--- src/hdl/lco_pkg.sv ---
// lco_pkg: shared codes, controller states and the outcode function for the
// line clipper. No dependencies.
package lco_pkg;

  // outcode bit positions
  localparam int unsigned BIT_LEFT   = 0;
  localparam int unsigned BIT_RIGHT  = 1;
  localparam int unsigned BIT_BOTTOM = 2;
  localparam int unsigned BIT_TOP    = 3;

  localparam logic [2:0] MAX_PASSES = 3'd4;

  // configuration register indices
  localparam logic [1:0] REG_LEFT   = 2'd0;
  localparam logic [1:0] REG_RIGHT  = 2'd1;
  localparam logic [1:0] REG_BOTTOM = 2'd2;
  localparam logic [1:0] REG_TOP    = 2'd3;

  typedef enum logic [2:0] {
    ST_IDLE,
    ST_CHECK,
    ST_MUL,
    ST_DIV,
    ST_ADD,
    ST_CODE
  } back_state_t;

  // control from the back-end sequencer to its datapath
  typedef struct packed {
    logic pop;
    logic load_edge;
    logic load_prod;
    logic div_start;
    logic write_point;
    logic write_code;
    logic load_out;
  } back_ctrl_t;

  // coordinates arrive sign-extended to 32 bits
  function automatic logic [3:0] outcode(
    input logic signed [31:0] x,
    input logic signed [31:0] y,
    input logic signed [31:0] lft,
    input logic signed [31:0] rgt,
    input logic signed [31:0] bot,
    input logic signed [31:0] tp
  );
    logic [3:0] c;
    c = 4'd0;
    if (x < lft) begin
      c[BIT_LEFT] = 1'b1;
    end else if (x > rgt) begin
      c[BIT_RIGHT] = 1'b1;
    end
    if (y < bot) begin
      c[BIT_BOTTOM] = 1'b1;
    end else if (y > tp) begin
      c[BIT_TOP] = 1'b1;
    end
    return c;
  endfunction

endpackage

--- src/hdl/lco_front.sv ---
// lco_front: takes requests, computes both endpoint outcodes and holds them
// in a two-entry queue for the back end. Depends on lco_pkg.
module lco_front import lco_pkg::*; #(
  parameter int unsigned COORD_BITS = 16,
  parameter int unsigned ENTRY_BITS = 4 * 16 + 32 + 8
) (
  input  logic                         clk,
  input  logic                         rst,
  input  logic                         in_valid,
  output logic                         in_ready,
  input  logic signed [COORD_BITS-1:0] start_x,
  input  logic signed [COORD_BITS-1:0] start_y,
  input  logic signed [COORD_BITS-1:0] end_x,
  input  logic signed [COORD_BITS-1:0] end_y,
  input  logic [31:0]                  pen_colour,
  input  logic signed [COORD_BITS-1:0] clip_left,
  input  logic signed [COORD_BITS-1:0] clip_right,
  input  logic signed [COORD_BITS-1:0] clip_bottom,
  input  logic signed [COORD_BITS-1:0] clip_top,
  output logic                         q_valid,
  output logic [ENTRY_BITS-1:0]        q_data,
  input  logic                         q_pop
);

  logic [ENTRY_BITS-1:0] slot [2];
  logic                  wr_ptr;
  logic                  rd_ptr;
  logic [1:0]            count;
  logic [3:0]            c0;
  logic [3:0]            c1;
  logic                  push;

  assign c0 = outcode(32'(start_x), 32'(start_y), 32'(clip_left), 32'(clip_right),
                      32'(clip_bottom), 32'(clip_top));
  assign c1 = outcode(32'(end_x), 32'(end_y), 32'(clip_left), 32'(clip_right),
                      32'(clip_bottom), 32'(clip_top));

  assign in_ready = (count != 2'd2);
  assign push     = in_valid && in_ready;
  assign q_valid  = (count != 2'd0);
  assign q_data   = slot[rd_ptr];

  always_ff @(posedge clk) begin
    if (push) begin
      slot[wr_ptr] <= {start_x, start_y, end_x, end_y, pen_colour, c0, c1};
    end
  end

  always_ff @(posedge clk) begin
    if (rst) begin
      wr_ptr <= 1'b0;
      rd_ptr <= 1'b0;
      count  <= 2'd0;
    end else begin
      if (push) begin
        wr_ptr <= ~wr_ptr;
      end
      if (q_pop) begin
        rd_ptr <= ~rd_ptr;
      end
      count <= count + 2'(push) - 2'(q_pop);
    end
  end

endmodule

--- config.mk ---
export PLATFORM = sky130hd
export DESIGN_NAME = lco_front
export DESIGN_NICKNAME = d
export VERILOG_FILES = /design/src/hdl/lco_pkg.sv /design/src/hdl/lco_front.sv
export SDC_FILE = /design/constraint.sdc
export NUM_CORES = 1
export LEC_CHECK = 0
export ABC_AREA = 0
export BUFFER_PORTS_ARGS = -buffer_cell sky130_fd_sc_hd__buf_4
export CAP_MARGIN = 10
export CORE_UTILIZATION = 45
export CTS_CLUSTER_SIZE = 12
export DETAILED_ROUTE_END_ITERATION = 10
export PLACE_DENSITY = 0.66
export SYNTH_ARGS = -nofsm -noshare
export SYNTH_HDL_FRONTEND = slang
export SYNTH_SLANG_ARGS = --single-unit
export TNS_END_PERCENT = 30
--- constraint.sdc ---
create_clock -name clk -period 8 [get_ports clk]
set_clock_uncertainty 0.15 [all_clocks]
set_input_delay 1.6 -clock clk [delete_from_list [all_inputs] [get_ports clk]]
set_output_delay 1.6 -clock clk [all_outputs]
set_load 0.02 [all_outputs]
==> results of run 1 <==
## how the worst min path moves through the flow
stage	to	startpoint	slack (ns)
6_report	register	rd_ptr	0.36
5_1_grt	register	rd_ptr	0.41
4_1_cts	register	rd_ptr	0.36
3_5_place_dp	register	rd_ptr	0.35
3_3_place_gp	rd_ptr	rd_ptr	0.34
2_1_floorplan	register	rd_ptr	0.33
## layout by cell type, fill, tap and decap left out, types with 8 or more instances in the layout
master                      count
sky130_fd_sc_hd__nand4_1       18
sky130_fd_sc_hd__edfxtp_1     208
sky130_fd_sc_hd__buf_4        273
sky130_fd_sc_hd__ha_1         126
sky130_fd_sc_hd__nor3_1         9
sky130_fd_sc_hd__nor2_1        16
sky130_fd_sc_hd__clkbuf_16     23
sky130_fd_sc_hd__nand2_1       26
sky130_fd_sc_hd__o21ai_0        8
sky130_fd_sc_hd__a21o_1        11
sky130_fd_sc_hd__mux2_2       104
sky130_fd_sc_hd__nand3_1       11
sky130_fd_sc_hd__clkbuf_1       9
sky130_fd_sc_hd__a21oi_1       42
sky130_fd_sc_hd__inv_1         70
## sequential cells by signal (all words and copies together) (netlist names), named ones only
| register | cells |
|---|---|
| count | 2 |
| rd_ptr | 1 |
| slot | 208 |
| wr_ptr | 1 |
## stage by stage
step           utilization (%)  total power, mW  hold WS, ns
6_report                  60.0             3.28        0.363
4_1_cts                   60.0             3.32        0.365
2_1_floorplan                -             1.99        0.330
3_3_place_gp              57.0             2.33        0.345
3_5_place_dp              57.0             2.34        0.346
5_1_grt                   60.0             3.43        0.405
## report_power, final
group / switching (mW) / leakage (nW) / internal (mW) / total, mW
clock network: 0.411 / 0.329 / 0.562 / 0.973
registers: 0.0410 / 1.98 / 1.44 / 1.48
logic: 0.473 / 3.47 / 0.358 / 0.831
total: 0.925 / 5.79 / 2.36 / 3.28
## Yosys cell counts, drive strengths merged
cell type / n / area share [%]
a2111oi: 6 / 0.79
a211o: 2 / 0.16
a211oi: 2 / 0.14
a21o: 11 / 0.77
a21oi: 42 / 2.0
a221o: 3 / 0.28
a31o: 1 / 0.082
a31oi: 1 / 0.059
a41oi: 1 / 0.082
and3: 1 / 0.059
and4: 1 / 0.082
buf: 10 / 0.42
clkbuf: 2 / 0.070
dfxtp: 5 / 0.94
edfxtp: 208 / 59
ha: 126 / 15
inv: 70 / 2.5
mux2: 104 / 11
mux2i: 3 / 0.28
nand2: 26 / 0.92
nand2b: 4 / 0.31
nand3: 11 / 0.52
nand3b: 1 / 0.070
nand4: 18 / 1.1
nor2: 17 / 0.60
nor2b: 5 / 0.29
nor3: 11 / 0.61
nor3b: 1 / 0.070
nor4: 3 / 0.23
o2111ai: 1 / 0.082
o211ai: 5 / 0.35
o21a: 2 / 0.14
o21ai: 8 / 0.38
o21bai: 3 / 0.21
o22ai: 2 / 0.12
or2: 2 / 0.12
or3: 1 / 0.059
or4: 4 / 0.28
xnor2: 5 / 0.41
xor2: 2 / 0.16
## metal layers
metal | global-route usage [%] | up-vias | routed length (um)
met2 | 32.8 | 195 | 11500
met4 | 3.97 | 0 | 299
met3 | 4.06 | 26 | 1590
li1 | - | 3360 | -
met1 | 27.2 | 3236 | 11200
met5 | 0 | - | 0
## cells by family after synthesis
kind of cell / Yosys count / share of synthesized area, %
flops: 213 / 59.5
fa+ha+maj: 126 / 14.8
mux: 107 / 11.3
simple gates: 106 / 5.27
compound gates: 90 / 5.62
buf+inv: 82 / 2.96
xor+xnor: 7 / 0.575
## cell type report
cell class              instances  share of cell area [%]
clock inverters                 5                   0.309
inverters                      70                    1.91
multi-input cells             436                    29.2
flip-flops and latches        213                    46.1
well taps                     313                    2.85
clock buffers                  35                    4.73
repair buffers                273                    14.9
## critical path, cell delays in order (launching register included)
cell                      delay (ns)
sky130_fd_sc_hd__dfxtp_4        0.53
sky130_fd_sc_hd__buf_4          0.95
sky130_fd_sc_hd__mux2_2         0.43
sky130_fd_sc_hd__buf_4          0.16
==> metrics, run 1 <==
Die Ht roughly 160 um; detailed-route DRC error count 0; footprint of the multi-input gates approximately 4000 sq um; sequential cell area fraction in the yosys report between 50% and 60%; clock root cell sky130_fd_sc_hd__clkbuf_16; number of instances on the worst hold path 2; critical path arrival 2.63 ns; launching element type of the critical path register; Static Leak 5.79 nW; Detailed Route Iter0 Violations 281; worst slack at placement 3.97 ns; standard-cell rows 55; gate count of the mapped netlist 731; Horiz. Die Dim 156 um; area taken by flip-flops and latches 6350 sq um; Least-Margin Pin Slew 1.15 ns; Syn Std Cell Area 10,700 sq um; Synth Net Count 1,021; post-CTS sizing 0; I/O Pins 270; internal reg-to-reg setup slack between 5 and 6 ns; cells on worst reg2reg path 5; floorplan core area 22,900 sq um; via count of the first global-routing pass 6,870; deepest clock path buffer count 3; Syn-to-layout area delta 29.1%; number of antenna violations at the first check in global routing 0; global-route usage over all layers 19.9%; worst-path maximum fanout 84; post-route antenna net violation count 0; top achievable clock speed roughly 0.23 GHz; final worst-path cycle share 54.7%; data required time at the worst endpoint 6.25 ns; Area after DPL 13,100 sq um; number of vias after detailed routing slightly below 7k; clock latency reported for the late side of the worst-skew pair ~0.51 ns; count of buffers from port buffering 269; final count of pins violating max slew 0; number of clock sinks around 210; remaining max-slew budget at the tightest pin between 20% and 30%; result of the run finished clean; RSZ-0062 raised after global routing no; clock transition at the registers of the reported paths 0.06 ns; filler-free cell count of the finished design approximately 1.3k; Final #Nets 1,307; first-pass GRT wire length 36.9 mm; half-perimeter wire length after detailed placement 18.5 mm; number of endpoints with negative hold slack in the final report 0; Initial Util between 40 and 50%; n_diodes 0; length of the first detailed-routing pass in iterations 4; number of fill cells 1,867; reg-to-reg startpoint count[0]; capture point of the critical path q_data[47]; TritonCTS buffer count 23; full die area roughly 24,000 sq um; pin count of the biggest net entering global routing 85; routed wire length 24.6 mm; cell area power density 239 nW/um^2; share of layout cells above drive strength 1 40.5%; r2r endpoint slot[0][65]; Yosys warning total 0; slack of the critical path 3.62 ns; post-layout instance area 13,800 sq um; weighted congestion reported at the end of routability-driven placement approximately 0.8; final critical delay including setup and external delays 4.38 ns; summed negative setup slack over all endpoints 0 ns; Clock H-tree levels 1; CTS tree yes; number of cells in the design after placement 1,305; total of max-cap violations 0; hold_buf cts 0; detailed-route wire length per cell 18.3 um; Remaining Overflow, GRT 0; worst hold path type reg -> reg; distinct cell type count of the synthesized netlist 47; Final Setup Violations 0; number of buffers added for setup after CTS 0; average instance area after synthesis 14.6 sq um; Vias per Instance 5.07; worst voltage drop across the vdd grid ~170 uV; kind of critical path reg -> out; number of synthesized register bits between 200 and 250; CP endpoint kind output pin
No activity file was read; power rests on OpenSTA's default activity.
==> run 2: changes to the inputs <==
Settings changed: ABC_AREA 0 to 1.
Clock period 8 ns to 4.25 ns, I/O delays scaled along.
==> run 2 against run 1 <==
Effect of this change: power up 72%; final area up 2.0%; clock power up 83%; die area up 3.0%.
==> metrics, run 2 <==
result of the run finished clean; Initial Util 46.4%; register with the most flip-flops slot; clock transition at the registers of the reported paths 0.06 ns; fraction of synthesized cell area taken by the top area cell type 56.8%; full die area 25,000 sq um; total of max-cap violations 0; pin count of the biggest net entering global routing 105; number of clock sinks 213; Final Core Density between 50% and 60%; overall power after layout 5.63 mW; slack of the critical path 1.02 ns; floorplan core area 23,700 sq um; RSZ-0062 raised after global routing no; average instance area after synthesis 12.6 sq um; Syn-to-layout area delta 27.7%; filler-free cell count of the finished design 1,488; length of the first detailed-routing pass in iterations 4; number of flip-flops in the largest register roughly 210; distinct cell type count of the synthesized netlist 32; worst-path maximum fanout around 70; most instantiated library cell after synthesis sky130_fd_sc_hd__edfxtp_1; capture point of the critical path q_data[14]; CP endpoint kind output pin; biggest area consumer among synthesized cells sky130_fd_sc_hd__edfxtp_1; Clock H-tree levels 1; Remaining Overflow, GRT 0; ranking of synthesized cells by instance count sky130_fd_sc_hd__edfxtp_1, sky130_fd_sc_hd__nand2_1, sky130_fd_sc_hd__ha_1; Vias per Instance 4.83; detailed-route DRC error count 0; worst hold path type reg -> reg; number of endpoints with negative hold slack in the final report 0; detailed-route wire length per cell 16.2 um; Final #Nets 1,450; Horiz. Die Dim between 150 and 200 um; async set or reset register ratio after synthesis 0%; top achievable clock speed 0.310 GHz; count of flip-flops with a built-in enable after synthesis 208; cell area power density roughly 400 nW/um^2; most used cells in the layout excluding fill and tap cells sky130_fd_sc_hd__buf_4, sky130_fd_sc_hd__edfxtp_1, sky130_fd_sc_hd__nand2_1; clock latency reported for the late side of the worst-skew pair 0.49 ns; first-pass GRT wire length roughly 36 mm; Syn Std Cell Area between 10,000 and 15,000 sq um; Die Ht 158 um; number of vias after detailed routing 7,180; reg-to-reg startpoint count[0]; post-CTS sizing 0; CTS tree yes; share of layout cells above drive strength 1 28.2%; TritonCTS buffer count 23; weighted congestion reported at the end of routability-driven placement roughly 0.85; gate count of the mapped netlist 874; final critical delay including setup and external delays 3.23 ns; Detailed Route Iter0 Violations roughly 320; r2r endpoint slot[1][49]; global-route usage over all layers between 10% and 20%; final worst-path cycle share approximately 76%; Least-Margin Pin Slew 0.789 ns; I/O Pins 270; half-perimeter wire length after detailed placement 18.0 mm; critical path arrival around 2.2 ns; post-route antenna net violation count 0; Synth Net Count ~1.2k; deepest clock path buffer count 3; final count of pins violating max slew 0; top flop regs slot x208, count x2; commonest non-fill, non-tap cell in the layout sky130_fd_sc_hd__buf_4; cells on worst reg2reg path 5; number of cells in the design after placement 1,454; kind of critical path reg -> out; launching element type of the critical path register; number of synthesized register bits approximately 210; standard-cell rows 56; sequential cell area fraction in the yosys report slightly below 60%; internal reg-to-reg setup slack 2.28 ns; count of buffers from port buffering approximately 270; hold slack 0.362 ns; via count of the first global-routing pass 6,808; top cells by area in the synthesized netlist sky130_fd_sc_hd__edfxtp_1, sky130_fd_sc_hd__ha_1, sky130_fd_sc_hd__mux2_1; worst slack at placement 1.51 ns; worst voltage drop across the vdd grid 237 uV; most instantiated flip-flop cell in the synthesis netlist sky130_fd_sc_hd__edfxtp_1; Yosys warning total 0; hold_buf cts 0; data required time at the worst endpoint about 3.3 ns; number of buffers added for setup after CTS 0; routed wire length 24.2 mm; n_diodes 0; Static Leak 6.27 nW; Final Setup Violations 0; remaining max-slew budget at the tightest pin 47.4%; number of antenna violations at the first check in global routing 0; clock root cell sky130_fd_sc_hd__clkbuf_16
## run 2: cell count changes after synthesis, moves of 6 or more
cell                      before  now
sky130_fd_sc_hd__nor2_1       17   32
sky130_fd_sc_hd__o21ai_1       0    6
sky130_fd_sc_hd__mux2_2      104    0
sky130_fd_sc_hd__nand3_1      11   22
sky130_fd_sc_hd__inv_1        70  101
sky130_fd_sc_hd__inv_2         0   18
sky130_fd_sc_hd__nand2_1      26  146
sky130_fd_sc_hd__a21o_1       11    2
sky130_fd_sc_hd__mux2_1        0  104
sky130_fd_sc_hd__nand4_1      18    6
sky130_fd_sc_hd__a21oi_1      42   50
sky130_fd_sc_hd__buf_6         0    6
## run 2: routing by layer
layer	share of wire, %	global-route usage [%]	vias up
met1	45	25.4	3310
met4	2.1	5.17	0
met2	46	30.5	202
met3	7.1	4.00	32
li1	-	-	3636
met5	0	0	-
## run 2: power by group
| part | switching [mW] | internal, mW | total [mW] |
|---|---|---|---|
| combinational | 0.709 | 0.523 | 1.23 |
| clock | 0.746 | 1.04 | 1.78 |
| sequential | 0.0589 | 2.56 | 2.62 |
| total | 1.51 | 4.12 | 5.63 |
## run 2: metrics by stage
step / TNS, ns / cell area, sq um
2_1_floorplan: -2.15 / 11000
3_3_place_gp: 0 / 13400
3_5_place_dp: 0 / 13400
4_1_cts: 0 / 14000
5_1_grt: 0 / 14000
6_report: 0 / 14000
## run 2: worst min path at each step
stage | startpoint | endpoint | slack, ns | cells past startpoint
final | rd_ptr | rd_ptr | 0.36 | 2
after global routing | pen_colour[6] | slot[0][14] | 0.36 | 1
after CTS | pen_colour[29] | slot[0][37] | 0.36 | 1
after detailed placement | rd_ptr | rd_ptr | 0.35 | 2
after global placement | rd_ptr | rd_ptr | 0.34 | 2
after floorplan | rd_ptr | register | 0.33 | 2
## run 2: kinds of logic after synthesis
kind of cell               count (synthesis)  share of synthesized area (%)
AOI/OAI and AO/OA                         70                           3.34
buffers and inverters                    133                           5.03
adders and majority gates                126                           14.3
xor gates and xnor gates                   2                          0.159
DFF                                      213                           57.7
muxes                                    104                           10.7
and+or+nand+nor                          226                           8.72
## run 2: cell type report
cell class / instances / area (sq um)
inverters: 121 / 454
fillers: 1995 / 9650
well taps: 319 / 399
multi-input cells: 528 / 4110
repair buffers: 273 / 2070
flip-flops and latches: 213 / 6350
clock buffers: 28 / 594
clock inverters: 6 / 57.6
## run 2: worst max-delay path, cell delays in order (launching register included)
cell and delay (ns):
sky130_fd_sc_hd__dfxtp_4 0.67, sky130_fd_sc_hd__buf_12 0.39, sky130_fd_sc_hd__mux2_1 0.41, sky130_fd_sc_hd__buf_4 0.17
==> run 3: changes to the inputs <==
Settings changed: ABC_AREA 1 to 0.
Clock period 4.25 ns to 3.1 ns, I/O delays scaled along.
==> run 3 against run 2 <==
Effect of this change: final cell count fell by 9.1%; critical endpoint is now q_data[78]; wire length rose by 2.0%; sequential share of layout area rose by 0.33 points; clock-buffer cell count did not move.
==> metrics, run 3 (synthesis gave the netlist of run 1 again) <==
remaining max-slew budget at the tightest pin 57.5%; number of fill cells 1,879; final worst-path cycle share 87.7%; number of vias after detailed routing a little under 7k; worst hold path type in -> reg; n_diodes 0; deepest clock path buffer count 3; Final #Nets 1,315; post-route antenna net violation count 0; top achievable clock speed around 0.37 GHz; Vias per Instance 5.13; Final Setup Violations 0; reg-to-reg startpoint count[0]; capture point of the critical path q_data[78]; number of buffers added for setup after CTS 0; most used cells in the layout excluding fill and tap cells sky130_fd_sc_hd__buf_4, sky130_fd_sc_hd__edfxtp_1, sky130_fd_sc_hd__ha_1; Die Ht 156 um; share of layout cells above drive strength 1 41.2%; number of endpoints with negative hold slack in the final report 0; routed wire length 24.6 mm; half-perimeter wire length after detailed placement 19.0 mm; standard-cell rows 55; hold_buf cts 0; CTS tree yes; worst-path maximum fanout 33; post-CTS sizing 0; result of the run finished clean; register with the most flip-flops slot; weighted congestion reported at the end of routability-driven placement 0.839; floorplan core area 22,900 sq um; length of the first detailed-routing pass in iterations 4; hold slack approximately 0.14 ns; data required time at the worst endpoint 2.33 ns; pin count of the biggest net entering global routing 41; detailed-route DRC error count 0; full die area about 24,000 sq um; final count of pins violating max slew 0; Clock H-tree levels 1; Initial Util 46.5%; total of max-cap violations 0; number of cells in the design after placement 1,312; Static Leak 5.87 nW; internal reg-to-reg setup slack 1.13 ns; Final Core Density 60.8%; r2r endpoint slot[0][100]; via count of the first global-routing pass 7,144; filler-free cell count of the finished design approximately 1.4k; number of antenna violations at the first check in global routing 0; Syn-to-layout area delta 30.7%; TritonCTS buffer count 24; kind of critical path reg -> out; count of buffers from port buffering 269; Detailed Route Iter0 Violations 204; final critical delay including setup and external delays 2.72 ns; overall power after layout 8.59 mW; I/O Pins 270; clock latency reported for the late side of the worst-skew pair 0.51 ns; Remaining Overflow, GRT 0; clock root cell sky130_fd_sc_hd__clkbuf_16; detailed-route wire length per cell 18.2 um; launching element type of the critical path register; Least-Margin Pin Slew 0.635 ns; cell area power density 617 nW/um^2; number of flip-flops in the largest register between 200 and 250; summed negative setup slack over all endpoints 0 ns; Horiz. Die Dim 156 um; critical path arrival 1.95 ns; clock transition at the registers of the reported paths around 0.060 ns; RSZ-0062 raised after global routing no; top flop regs slot x208, count x2; worst voltage drop across the vdd grid 423 uV; CP endpoint kind output pin; global-route usage over all layers 20.2%; cells on worst reg2reg path 4; number of clock sinks 213; commonest non-fill, non-tap cell in the layout sky130_fd_sc_hd__buf_4; first-pass GRT wire length 37.6 mm
run 3: final cells by class:
cell class	count	area (sq um)	share of cell area (%)
Clock inverter	12	97.6	0.700
Sequential cell	213	6350	45.6
Tap cell	313	392	2.81
Multi-Input combinational cell	436	4010	28.8
Clock buffer	28	616	4.42
Inverter	70	263	1.89
Timing Repair Buffer	280	2200	15.8
run 3: metrics by stage:
step | setup slack [ns] | cell area (sq um)
after floorplan | -0.601 | 10700
after global placement | 0.254 | 13200
after detailed placement | 0.239 | 13200
after CTS | 0.317 | 13900
after global routing | 0.286 | 13900
final | 0.381 | 13900
run 3: worst max-delay path: stages, from the launching register on:
cell and delay [ns]:
sky130_fd_sc_hd__dfxtp_4 0.60, sky130_fd_sc_hd__buf_12 0.29, sky130_fd_sc_hd__mux2_2 0.37, sky130_fd_sc_hd__buf_4 0.16
run 3: per-layer routing:
layer	vias up	track usage, %	wire length [um]
met1	3310	27.0	11000
li1	3383	-	-
met2	217	33.6	11600
met5	-	0	0
met4	0	4.58	365
met3	23	4.42	1680
run 3: worst min-delay path by stage:
stage               slack (ns)  cells after the start           to            from
floorplan                 0.33                      2     register          rd_ptr
CTS                       0.12                      1  slot[0][23]  pen_colour[15]
global placement          0.35                      2       rd_ptr          rd_ptr
finish                    0.14                      1  slot[0][15]   pen_colour[7]
detailed placement        0.35                      2     register          rd_ptr
global route              0.12                      1  slot[0][15]   pen_colour[7]
run 3: report_power, final:
part | leakage (nW) | internal, mW | switching [mW]
sequential | 1.98 | 3.70 | 0.103
combinational | 3.54 | 0.990 | 1.23
clock | 0.348 | 1.50 | 1.07
total | 5.87 | 6.19 | 2.41
